===== src/rtl/csv_line_field_splitter_defines.svh =====
// Assertion macros for the CSV line field splitter.
// Each macro checks a property on the rising edge of clk, disabled during reset.
`ifndef CSV_LINE_FIELD_SPLITTER_DEFINES_SVH
`define CSV_LINE_FIELD_SPLITTER_DEFINES_SVH

`ifndef NO_ASSERTIONS
`define CSV_ASSERT_SAME(label, cond, conseq) \
    label: assert property (@(posedge clk) disable iff (!rst_n) (cond) |-> (conseq)) \
        else $error("csv splitter check failed");
`define CSV_ASSERT_NEXT(label, cond, conseq) \
    label: assert property (@(posedge clk) disable iff (!rst_n) (cond) |=> (conseq)) \
        else $error("csv splitter check failed");
`else
`define CSV_ASSERT_SAME(label, cond, conseq)
`define CSV_ASSERT_NEXT(label, cond, conseq)
`endif

`endif


===== src/rtl/csv_lfs_pkg.sv =====
package csv_lfs_pkg;

    localparam logic [7:0] CH_QUOTE = 8'h22;
    localparam logic [7:0] CH_COMMA = 8'h2C;
    localparam logic [7:0] INDEX_MAX = 8'hFF;

    localparam logic KIND_DATA = 1'b0;
    localparam logic KIND_FIELD_END = 1'b1;

    typedef struct packed {
        logic [7:0] char_in;
        logic       end_of_line;
    } in_beat_t;

    typedef struct packed {
        logic       kind;
        logic [7:0] data_byte;
        logic [7:0] field_index;
        logic       line_done;
    } out_beat_t;

    typedef struct packed {
        logic       in_quotes;
        logic       quote_pending;
        logic       field_nonempty;
        logic [7:0] field_counter;
    } parse_state_t;

endpackage


===== src/rtl/csv_lfs_in_stage.sv =====
module csv_lfs_in_stage (
    input  logic                 clk,
    input  logic                 rst_n,
    input  logic                 char_valid,
    output logic                 char_ready,
    input  csv_lfs_pkg::in_beat_t beat,
    input  logic                 advance,
    output logic                 fire,
    output csv_lfs_pkg::in_beat_t hold_beat
);

    logic                  valid_reg;
    logic                  valid_next;
    csv_lfs_pkg::in_beat_t beat_reg;
    logic                  accept;

    assign char_ready = !valid_reg || advance;
    assign accept     = char_valid && char_ready;
    assign fire       = valid_reg && advance;
    assign hold_beat  = beat_reg;

    always_comb
    begin
        valid_next = valid_reg;
        if (accept)
        begin
            valid_next = 1'b1;
        end
        else if (advance)
        begin
            valid_next = 1'b0;
        end
    end

    always_ff @(posedge clk or negedge rst_n)
    begin
        if (!rst_n)
        begin
            valid_reg <= 1'b0;
        end
        else
        begin
            valid_reg <= valid_next;
        end
    end

    always_ff @(posedge clk)
    begin
        if (accept)
        begin
            beat_reg <= beat;
        end
    end

endmodule


===== src/rtl/csv_lfs_parse.sv =====
module csv_lfs_parse (
    input  logic                      clk,
    input  logic                      rst_n,
    input  logic                      fire,
    input  csv_lfs_pkg::in_beat_t     beat,
    output logic                      res_valid,
    output csv_lfs_pkg::out_beat_t    res,
    output csv_lfs_pkg::parse_state_t status
);

    csv_lfs_pkg::parse_state_t state_reg;
    csv_lfs_pkg::parse_state_t state_next;
    logic                      is_quote;
    logic                      is_comma;
    logic                      unquoted;

    assign is_quote = (beat.char_in == csv_lfs_pkg::CH_QUOTE);
    assign is_comma = (beat.char_in == csv_lfs_pkg::CH_COMMA);
    assign status   = state_reg;

    always_comb
    begin
        state_next      = state_reg;
        unquoted        = 1'b0;
        res_valid       = 1'b0;
        res.kind        = csv_lfs_pkg::KIND_DATA;
        res.data_byte   = beat.char_in;
        res.field_index = state_reg.field_counter;
        res.line_done   = 1'b0;

        if (beat.end_of_line)
        begin
            res_valid     = 1'b1;
            res.kind      = csv_lfs_pkg::KIND_FIELD_END;
            res.data_byte = 8'd0;
            res.line_done = 1'b1;
            state_next    = '0;
        end
        else if (state_reg.quote_pending)
        begin
            state_next.quote_pending = 1'b0;
            if (is_quote)
            begin
                state_next.field_nonempty = 1'b1;
                res_valid                 = 1'b1;
            end
            else
            begin
                state_next.in_quotes = 1'b0;
                unquoted             = 1'b1;
            end
        end
        else if (state_reg.in_quotes)
        begin
            if (is_quote)
            begin
                state_next.quote_pending = 1'b1;
            end
            else
            begin
                state_next.field_nonempty = 1'b1;
                res_valid                 = 1'b1;
            end
        end
        else
        begin
            unquoted = 1'b1;
        end

        if (unquoted)
        begin
            if (is_quote && !state_reg.field_nonempty)
            begin
                state_next.in_quotes = 1'b1;
            end
            else if (is_comma)
            begin
                res_valid                 = 1'b1;
                res.kind                  = csv_lfs_pkg::KIND_FIELD_END;
                res.data_byte             = 8'd0;
                state_next.field_nonempty = 1'b0;
                if (state_reg.field_counter != csv_lfs_pkg::INDEX_MAX)
                begin
                    state_next.field_counter = state_reg.field_counter + 8'd1;
                end
            end
            else
            begin
                state_next.field_nonempty = 1'b1;
                res_valid                 = 1'b1;
            end
        end
    end

    always_ff @(posedge clk or negedge rst_n)
    begin
        if (!rst_n)
        begin
            state_reg <= '0;
        end
        else if (fire)
        begin
            state_reg <= state_next;
        end
    end

endmodule


===== src/rtl/csv_lfs_out_stage.sv =====
module csv_lfs_out_stage (
    input  logic                   clk,
    input  logic                   rst_n,
    input  logic                   load,
    input  csv_lfs_pkg::out_beat_t res,
    output logic                   slot_free,
    output logic                   field_valid,
    input  logic                   field_ready,
    output csv_lfs_pkg::out_beat_t beat
);

    logic                   valid_reg;
    logic                   valid_next;
    csv_lfs_pkg::out_beat_t beat_reg;

    assign slot_free   = !valid_reg || field_ready;
    assign field_valid = valid_reg;
    assign beat        = beat_reg;

    always_comb
    begin
        valid_next = valid_reg;
        if (load)
        begin
            valid_next = 1'b1;
        end
        else if (field_ready)
        begin
            valid_next = 1'b0;
        end
    end

    always_ff @(posedge clk or negedge rst_n)
    begin
        if (!rst_n)
        begin
            valid_reg <= 1'b0;
        end
        else
        begin
            valid_reg <= valid_next;
        end
    end

    always_ff @(posedge clk)
    begin
        if (load)
        begin
            beat_reg <= res;
        end
    end

endmodule


===== src/rtl/csv_line_field_splitter.sv =====
// Channel  Handshake                 Payload
// char     char_valid / char_ready   char_in, end_of_line
// field    field_valid / field_ready kind, data_byte, field_index, line_done
//
// One beat is accepted per cycle unless a stalled result blocks the input stage; each beat is
// registered in the input stage, parsed combinationally and its result held in the output register.
// A byte that produces no result (an opening or pending quote) only updates parser state.
// Reset clears all parser state and both stage valid flags; no memory needs clearing.
// A stalled result holds its register; the input stage can still take one more beat if it is empty.
`include "csv_line_field_splitter_defines.svh"

module csv_line_field_splitter (
    input  logic       clk,
    input  logic       rst_n,
    input  logic       char_valid,
    output logic       char_ready,
    input  logic [7:0] char_in,
    input  logic       end_of_line,
    output logic       field_valid,
    input  logic       field_ready,
    output logic       kind,
    output logic [7:0] data_byte,
    output logic [7:0] field_index,
    output logic       line_done
);

    csv_lfs_pkg::in_beat_t     in_beat;
    csv_lfs_pkg::in_beat_t     hold_beat;
    csv_lfs_pkg::out_beat_t    res;
    csv_lfs_pkg::out_beat_t    out_beat;
    csv_lfs_pkg::parse_state_t status;
    logic                      advance;
    logic                      fire;
    logic                      res_valid;
    logic                      load;
    logic                      at_max;

    assign in_beat.char_in     = char_in;
    assign in_beat.end_of_line = end_of_line;
    assign load                = fire && res_valid;
    assign at_max              = (status.field_counter == csv_lfs_pkg::INDEX_MAX);

    csv_lfs_in_stage u_in_stage (
        .clk        (clk),
        .rst_n      (rst_n),
        .char_valid (char_valid),
        .char_ready (char_ready),
        .beat       (in_beat),
        .advance    (advance),
        .fire       (fire),
        .hold_beat  (hold_beat)
    );

    csv_lfs_parse u_parse (
        .clk       (clk),
        .rst_n     (rst_n),
        .fire      (fire),
        .beat      (hold_beat),
        .res_valid (res_valid),
        .res       (res),
        .status    (status)
    );

    csv_lfs_out_stage u_out_stage (
        .clk         (clk),
        .rst_n       (rst_n),
        .load        (load),
        .res         (res),
        .slot_free   (advance),
        .field_valid (field_valid),
        .field_ready (field_ready),
        .beat        (out_beat)
    );

    assign kind        = out_beat.kind;
    assign data_byte   = out_beat.data_byte;
    assign field_index = out_beat.field_index;
    assign line_done   = out_beat.line_done;

    `CSV_ASSERT_SAME(a_pending_in_quotes, status.quote_pending, status.in_quotes)
    `CSV_ASSERT_NEXT(a_eol_clears, fire && hold_beat.end_of_line, status == '0)
    `CSV_ASSERT_NEXT(a_index_saturates, fire && !hold_beat.end_of_line && at_max, at_max)

endmodule


===== config.mk =====
export PLATFORM = sky130hd
export DESIGN_NAME = csv_line_field_splitter
export DESIGN_NICKNAME = d
export VERILOG_FILES = /design/src/rtl/csv_lfs_pkg.sv /design/src/rtl/csv_lfs_in_stage.sv /design/src/rtl/csv_lfs_parse.sv /design/src/rtl/csv_lfs_out_stage.sv /design/src/rtl/csv_line_field_splitter.sv
export VERILOG_INCLUDE_DIRS = /design/src /design/src/rtl
export SDC_FILE = /design/constraint.sdc
export NUM_CORES = 1
export LEC_CHECK = 0
export BUFFER_PORTS_ARGS = -buffer_cell sky130_fd_sc_hd__buf_2
export CAP_MARGIN = 20
export CORE_MARGIN = 5
export CORE_UTILIZATION = 54
export CTS_CLUSTER_SIZE = 16
export DETAILED_ROUTE_END_ITERATION = 8
export PLACE_DENSITY_LB_ADDON = 0.3
export SKIP_CTS_REPAIR_TIMING = 1
export SYNTH_ARGS = -nofsm -noshare
export SYNTH_HDL_FRONTEND = slang
export SYNTH_SLANG_ARGS = --single-unit

===== constraint.sdc =====
create_clock -name clk -period 2.7 [get_ports clk]
set_input_delay 0.81 -clock clk [delete_from_list [all_inputs] [get_ports clk]]
set_output_delay 0.81 -clock clk [all_outputs]
set_load 0.01 [all_outputs]

# Word-level counts from Yosys, hierarchy flattened
# Cells that the tools add are included.
[word_totals]
input_bits = 13
wordCells = 61
regBits = 40
[classes]
n_addsub = 1
n_reduce_logical = 11
eq_ne = 3
muxes = 34
[ops]
columns = ["cell", "n"]
rows = [
  ["$mux 9", 6],
  ["$mux 8", 3],
  ["$mux 1", 22],
  ["$eq 8x6->1 const B", 2],
  ["$add 8x1->8 const B", 1],
  ["$ne 8x8->1 const B", 1],
  ["$logic_and 1x1->1", 4],
  ["$mux 2", 2],
  ["$reduce_bool 2->1", 2],
  ["$logic_not 1->1", 3],
  ["$mux 3", 1],
  ["$logic_or 1x1->1", 2],
]

# Logic depth before layout (Yosys ltp)
# Gate-level depths: netlist of run 1.
[depth]
ltp_word = 9
ltp_mapped = 5
depth_no_buf = 5

# Cells and area by module
# From an unflattened synthesis of run 1, not the netlist that was laid out.
[unflattened]
cells_unflattened = 138
area_unflattened_um2 = 1811.7
[modules_own_cells]
columns = ["mod", "cells_each", "area_per_inst_um2", "n_inst"]
rows = [
  ["csv_lfs_parse", 102, 887.1, 1],
  ["csv_lfs_out_stage", 21, 588.1, 1],
  ["csv_lfs_in_stage", 14, 330.3, 1],
  ["csv_line_field_splitter", 1, 6.3, 1],
]

# Worst setup path before layout of run 1
# Ideal clock, no wire load.
[synth_path]
path_type = "input port to flip-flop"
startpoint = "input field_ready"
endpoint = "register u_out_stage.beat_reg (netlist bit u_out_stage.beat[0]) (enable)"
required_ns = 2.296
cell_stages = 4
path_buffers = 1
setup_ns = 0.404
setup_slack_ns = 0.016
t_arrival_ns = 2.280
cell_sequence = "nand2b_1 -> nand2_1 -> clkbuf_1 -> a31oi_1"
[synth_via]
elab_chain_cells = 3
[synth_lines]
columns = ["item", "line", "text"]
rows = [
  ["start: declaration", "csv_line_field_splitter.sv:20", "input logic field_ready,"],
  ["$logic_or 1x1->1", "csv_lfs_out_stage.sv:16", "assign slot_free = !valid_reg || field_ready;"],
  ["$logic_and 1x1->1", "csv_lfs_in_stage.sv:19", "assign fire = valid_reg && advance;"],
  ["$logic_and 1x1->1", "csv_line_field_splitter.sv:40", "assign load = fire && res_valid;"],
  ["named net load", "csv_line_field_splitter.sv:35", "logic load;"],
  ["end signal: assignment", "csv_lfs_out_stage.sv:49", "beat_reg <= res;"],
  ["end: declaration", "csv_lfs_out_stage.sv:14", "csv_lfs_pkg::out_beat_t beat_reg;"],
]
# The timed path passes the listed nets, and every way through them passes these cells.
# A chain may end at the register's enable or synchronous reset.

# Final worst setup path of run 1
[layout_path]
startpoint = "register u_in_stage.beat_reg (netlist bit u_in_stage.hold_beat[8])"
endpoint = "register u_parse.state_reg (netlist bit u_parse.res[3])"
[layout_via]
elab_chain_cells = 5
[layout_lines]
columns = ["item", "line", "text"]
rows = [
  ["start: declaration", "csv_lfs_in_stage.sv:14", "csv_lfs_pkg::in_beat_t beat_reg;"],
  ["start signal: assignment", "csv_lfs_in_stage.sv:51", "beat_reg <= beat;"],
  ["$eq 8x6->1", "csv_lfs_parse.sv:17", "assign is_quote = (beat.char_in == csv_lfs_pkg::CH_QUOTE);"],
  ["$mux 1", "csv_lfs_parse.sv:42", "if (is_quote)"],
  ["$mux 1", "csv_lfs_parse.sv:39", "else if (state_reg.quote_pending)"],
  ["$mux 1", "csv_lfs_parse.sv:31", "if (beat.end_of_line)"],
  ["$mux 9 *", "csv_lfs_parse.sv:70", "if (unquoted)"],
  ["end signal: assignment", "csv_lfs_parse.sv:103", "state_reg <= state_next;"],
  ["end: declaration", "csv_lfs_parse.sv:11", "csv_lfs_pkg::parse_state_t state_reg;"],
]
# Mark *: on every way between the ends. The rest lies on a longest branch, timed or not.

==> results.sh, run 1 <==
export IMPL_status="finished, final reports clean"
export IMPL_cts_made_buffers=5
export IMPL_finClkSkew_ps=11.6
export IMPL_worstPathArrival_ps=2530
export IMPL_cts_tree="done"
export IMPL_netlist_area_sq_um=1720
export IMPL_drt_iter0_markers=52
export IMPL_hold_viol_final=0
export IMPL_ys_flop_type="edfxtp_1"
export IMPL_final_max_slew_viol_count=0
export IMPL_initial_utilization=0.564
export IMPL_clock_latency_ps=350
export IMPL_place_area_sq_um=1940
export IMPL_max_vdd_ir_drop_uv=431
export IMPL_vias=1238
export IMPL_fin_tns_setup_ps=0
export IMPL_post_synth_top_count_cell="edfxtp_1"
export IMPL_fillers=230
export IMPL_cts_root_buf="clkbuf_4"
export IMPL_gr_usage_all_layers=0.173
export IMPL_p_per_area_nw_per_um2=641
export IMPL_yosys_area_top_type="edfxtp_1"
export IMPL_die_area_sq_um=4410
export IMPL_power_total_w=0.00130
export IMPL_gp_congestion=0.836
export IMPL_grt_pass1_vias=1204
export IMPL_h_tree_depth=2
export IMPL_routed_wl_um=3340
export IMPL_antenna_found_initial=0
export IMPL_overflow=0
export IMPL_p_leak_nw=0.799
export IMPL_fmax_mhz=439
export IMPL_post_route_min_period_ps=2280
export IMPL_avgSynthCellArea_sq_um=13.0
export IMPL_start_kind="flop"
export IMPL_die_x_um=66.4
export IMPL_hpwl_um=2430
export IMPL_clock_sinks=40
export IMPL_critPathMaxFanout=12
export IMPL_hold_path_class="input port to asynchronous set/reset pin"
export IMPL_setup_viol=0
export IMPL_maxCapViolCount=0
export IMPL_synthesis_nets=146
export IMPL_nets=183
export IMPL_die_height_um=66.4
export IMPL_slew_headroom=0.615
export IMPL_synthToLayoutAreaGrowth_pct=18.1
export IMPL_design_area_sq_um=2030
export IMPL_drive_above_1_share=0.282
export IMPL_synth_top_cells_by_count="27 x edfxtp_1, 13 x dfrtp_1, 9 x nand2_1"
export IMPL_detail_route_antenna_nets=0
export IMPL_wire_per_inst_um=15.6
export IMPL_rows=20
export IMPL_grt_setup_unrepaired="false"
export IMPL_grt_max_degree=19
export IMPL_largest_reg_flops=18
export IMPL_viasPerCell=5.79
export IMPL_period_share=0.844
export IMPL_ys_warn_count=0
export IMPL_drc_errors=0
export IMPL_critical_path_required_ps=2950
export IMPL_synth_cell_types=41
export IMPL_num_io_pins=33
export IMPL_endpoint_kind="flop"
export IMPL_critPathKind="flop to flop"
export IMPL_core_area_sq_um=3050
export IMPL_syn_inst=132
export IMPL_tightestPinTransition_ps=575
export IMPL_ys_async_sr_fraction=0.325
export IMPL_synth_top_area_frac=0.471
export IMPL_ys_ff_latch=40
export IMPL_grt_pass1_wl_um=5520
export IMPL_clk_path_buf_depth=2
export IMPL_port_buffers=32
export IMPL_netlist_top_cells_area="edfxtp_1 47%, dfrtp_1 19%, nor2b_1 2.2%"
export IMPL_path_clk_slew_ps=120
export IMPL_seq_area_frac_synth=0.660
export IMPL_antenna_diode_count=0
export IMPL_synth_edf_count=27
export IMPL_drtPass1Iterations=4
[worst max-delay path: stages, from the launching register on]
cell and delay [ps]:
edfxtp_1 460, nor4b_4 320, nand4_1 430, or4_4 680
o32ai_1 290
[layout make-up]
class / instances / area, sq um / share of cell area
Clock buffer: 7 / 65.1 / 0.0320
Multi-Input combinational cell: 83 / 556 / 0.273
Timing Repair Buffer: 33 / 168 / 0.0825
Clock inverter: 1 / 30.0 / 0.0148
Sequential cell: 40 / 1140 / 0.559
Inverter: 6 / 22.5 / 0.0111
Tap cell: 44 / 55.1 / 0.0271
[report_power, final]
part           switching (W)  total, W  internal, W  leakage, nW
Combinational      0.0000798  0.000135    0.0000547        0.310
Clock               0.000189  0.000435     0.000246       0.0515
Sequential         0.0000305  0.000733     0.000703        0.437
[stage by stage]
step	util	instances	hold WS (ps)	setup WS (ps)
floorplan	-	132	467	15.8
finish	0.666	214	319	421
CTS	0.666	214	318	441
global placement	0.634	206	498	412
detailed placement	0.634	206	520	346
global route	0.666	214	322	287
[worst paths after layout]
| check | endpoint | depth (start not counted) | startpoint | slack (ps) |
|---|---|---|---|---|
| worst max-delay path | u_parse.res[3]$_DFFE_PN0P_ | 4 | u_in_stage.hold_beat[8]$_DFFE_PP_ | 420 |
| worst min-delay path | u_parse.status[8]$_DFFE_PN0P_ | 1 | rst_n | 320 |
| worst max register to register | u_parse.res[3]$_DFFE_PN0P_ | 4 | u_in_stage.hold_beat[8]$_DFFE_PP_ | 420 |
| worst min register to register | u_out_stage.beat[2]$_DFFE_PP_ | 0 | u_parse.res[2]$_DFFE_PN0P_ | 560 |
| max in group asynchronous | u_parse.res[4]$_DFFE_PN0P_ | 1 | rst_n | 2140 |
| min in group clk | u_out_stage.beat[2]$_DFFE_PP_ | 0 | u_parse.res[2]$_DFFE_PN0P_ | 560 |
[layout by cell type, fill, tap and decap left out, types with 2 or more instances in the layout]
cell type / instances
or4_1: 2
edfxtp_1: 27
and2_1: 5
nand2b_1: 4
o41ai_1: 2
dfrtp_1: 13
o311ai_0: 2
nor2_1: 5
o21ai_0: 7
nor3_1: 3
o32ai_1: 2
buf_2: 32
nor4_1: 2
and3_1: 2
clkbuf_4: 5
nand2_1: 9
clkbuf_8: 2
and3b_1: 2
inv_1: 6
nor2b_1: 6
nand3_1: 7
nand4_1: 2
[logic make-up after synthesis]
logic type,after synthesis,synth area share
adders and majority gates,1,0.00727
and+or+nand+nor,57,0.204
AOI/OAI and AO/OA,24,0.103
xor gates and xnor gates,1,0.00509
buffers and inverters,9,0.0204
DFF,40,0.660
[per-layer routing]
| layer | routed length (um) | vias to the layer above | GRT usage |
|---|---|---|---|
| li1 | - | 583 | - |
| met1 | 1320 | 585 | 0.206 |
| met2 | 1650 | 65 | 0.281 |
| met3 | 309 | 5 | 0.0612 |
| met4 | 57 | 0 | 0.0761 |
| met5 | 0 | - | 0 |
Note: power is estimated with default switching activity, not from simulation.
==> inputs of run 2 (changes only) <==
- clock period: 2.7 -> 2.2 ns (I/O delays scaled with it)
==> run 2 against run 1 <==
Core utilization rose by 0.25 points. First-iteration DRC count is 35% higher. Highest routed layer unchanged. Final cell count rose by 1.4%. Via count down 1.2%. Register-to-register slack lost 250 ps. Non-clock buffer count grew 3. Largest cell class unchanged. Power is 18% higher. Clock power is 8.3% higher. Sequential share of layout area is 0.21 points lower. Critical path depth did not move. Sequential cell count is the same.
==> results.sh, run 2 (synthesis gave the netlist of run 1 again) <==
export IMPL_path_clk_slew_ps=120
export IMPL_cts_tree="done"
export IMPL_rr_endpoint="u_out_stage.beat[2]$_DFFE_PP_"
export IMPL_dr_wl_met2_um=1470
export IMPL_antenna_diode_count=0
export IMPL_synthToLayoutAreaGrowth_pct=18.5
export IMPL_critPathKind="flop to flop"
export IMPL_endpoint_kind="flop"
export IMPL_h_tree_depth=2
export IMPL_critPathMaxFanout=18
export IMPL_gp_congestion=0.915
export IMPL_route_met3_wl_um=262
export IMPL_drt_iter0_markers=70
export IMPL_port_buffers=32
export IMPL_drtPass1Iterations=4
export IMPL_drt_met1_wl_um=1300
export IMPL_clk_path_buf_depth=2
export IMPL_fmax_mhz=493
export IMPL_antenna_found_initial=0
export IMPL_max_vdd_ir_drop_uv=526
export IMPL_drive_above_1_share=0.289
export IMPL_r2r_cells=4
export IMPL_tightestPinTransition_ps=531
export IMPL_hpwl_um=2370
export IMPL_hold_viol_final=0
export IMPL_final_max_slew_viol_count=0
export IMPL_cts_made_buffers=5
export IMPL_initial_utilization=0.564
export IMPL_drc_errors=0
export IMPL_period_share=0.923
export IMPL_routed_wl_um=3120
export IMPL_slew_headroom=0.645
export IMPL_die_area_sq_um=4410
export IMPL_clock_latency_ps=350
export IMPL_finClkSkew_ps=8.67
export IMPL_critical_path_required_ps=2300
export IMPL_reg2reg_slack_ps=170
export IMPL_nets=186
export IMPL_reg2reg_from="u_in_stage.hold_beat[8]$_DFFE_PP_"
export IMPL_viasPerCell=5.64
export IMPL_core_area_sq_um=3050
export IMPL_maxCapViolCount=0
export IMPL_fin_tns_setup_ps=0
export IMPL_layout_common_cells="32 x buf_2, 27 x edfxtp_1, 13 x dfrtp_1"
export IMPL_grt_max_degree=19
export IMPL_grt_pass1_wl_um=5310
export IMPL_status="finished, final reports clean"
export IMPL_hold_path_class="input port to asynchronous set/reset pin"
export IMPL_vias=1223
export IMPL_worstPathArrival_ps=2130
export IMPL_rows=20
export IMPL_highest_layer="met4"
export IMPL_gr_usage_all_layers=0.165
export IMPL_start_kind="flop"
export IMPL_die_height_um=66.4
export IMPL_cts_root_buf="clkbuf_4"
export IMPL_final_common_cell="buf_2"
export IMPL_num_io_pins=33
export IMPL_p_leak_nw=0.803
export IMPL_post_route_util=0.668
export IMPL_die_x_um=66.4
export IMPL_detail_route_antenna_nets=0
export IMPL_p_per_area_nw_per_um2=754
export IMPL_largest_reg_flops=18
export IMPL_fillers=251
export IMPL_overflow=0
export IMPL_grt_pass1_vias=1143
export IMPL_setup_viol=0
export IMPL_grt_setup_unrepaired="false"
export IMPL_power_total_w=0.00154
export IMPL_post_route_min_period_ps=2030
export IMPL_wire_per_inst_um=14.4
export IMPL_clock_sinks=40
run 2: changes by cell type in the layout (fill, tap and decap cells not counted):
cell	previous run	this run
clkinv_1	0	1
clkinv_4	0	1
buf_4	1	4
clkbuf_8	2	0
run 2: worst max-delay path: stages (launching register included):
cell and delay [ps]:
edfxtp_1 460, or4b_1 610, nor3_2 370, a31oi_2 130, buf_4 220
run 2: cell type report:
type / instances / area (sq um) / share of cell area
clock buffers: 5 / 37.5 / 0.0184
flip-flops and latches: 40 / 1140 / 0.557
multi-input cells: 83 / 556 / 0.272
well taps: 44 / 55.1 / 0.0270
repair buffers: 36 / 190 / 0.0933
clock inverters: 3 / 42.5 / 0.0209
inverters: 6 / 22.5 / 0.0110
run 2: power by group:
group	total (W)	switching [W]	internal (W)	leakage, nW
sequential	0.000898	0.0000352	0.000863	0.437
combinational	0.000168	0.0000967	0.0000716	0.324
clock	0.000471	0.000234	0.000237	0.0428
run 2: metal layers:
layer,up-vias,GRT usage
li1,585,-
met1,574,0.207
met2,56,0.255
met3,8,0.0510
met4,0,0.0838
met5,-,0
run 2: through the flow:
step | cell area, sq um | hold slack [ps] | setup WS [ps] | std cells
after CTS | 2040 | 168 | 174 | 217
after floorplan | 1730 | 364 | 25.7 | 132
final | 2040 | 167 | 170 | 217
after global routing | 2040 | 166 | 63.5 | 217
after global placement | 1960 | 499 | 274 | 209
after detailed placement | 1960 | 526 | 188 | 209
run 2: worst max path at each step:
stage                                            from                       endpoint  slack [ps]  cells after the start
finish              u_in_stage.hold_beat[8]$_DFFE_PP_  u_out_stage.beat[2]$_DFFE_PP_         170                      4
CTS                 u_in_stage.hold_beat[8]$_DFFE_PP_  u_out_stage.beat[2]$_DFFE_PP_         170                      4
global route        u_in_stage.hold_beat[8]$_DFFE_PP_  u_out_stage.beat[3]$_DFFE_PP_          60                      4
global placement    u_in_stage.hold_beat[8]$_DFFE_PP_  u_out_stage.beat[1]$_DFFE_PP_         270                      4
detailed placement  u_in_stage.hold_beat[8]$_DFFE_PP_  u_out_stage.beat[2]$_DFFE_PP_         190                      4
floorplan                                 field_ready  u_out_stage.beat[0]$_DFFE_PP_          30                      4
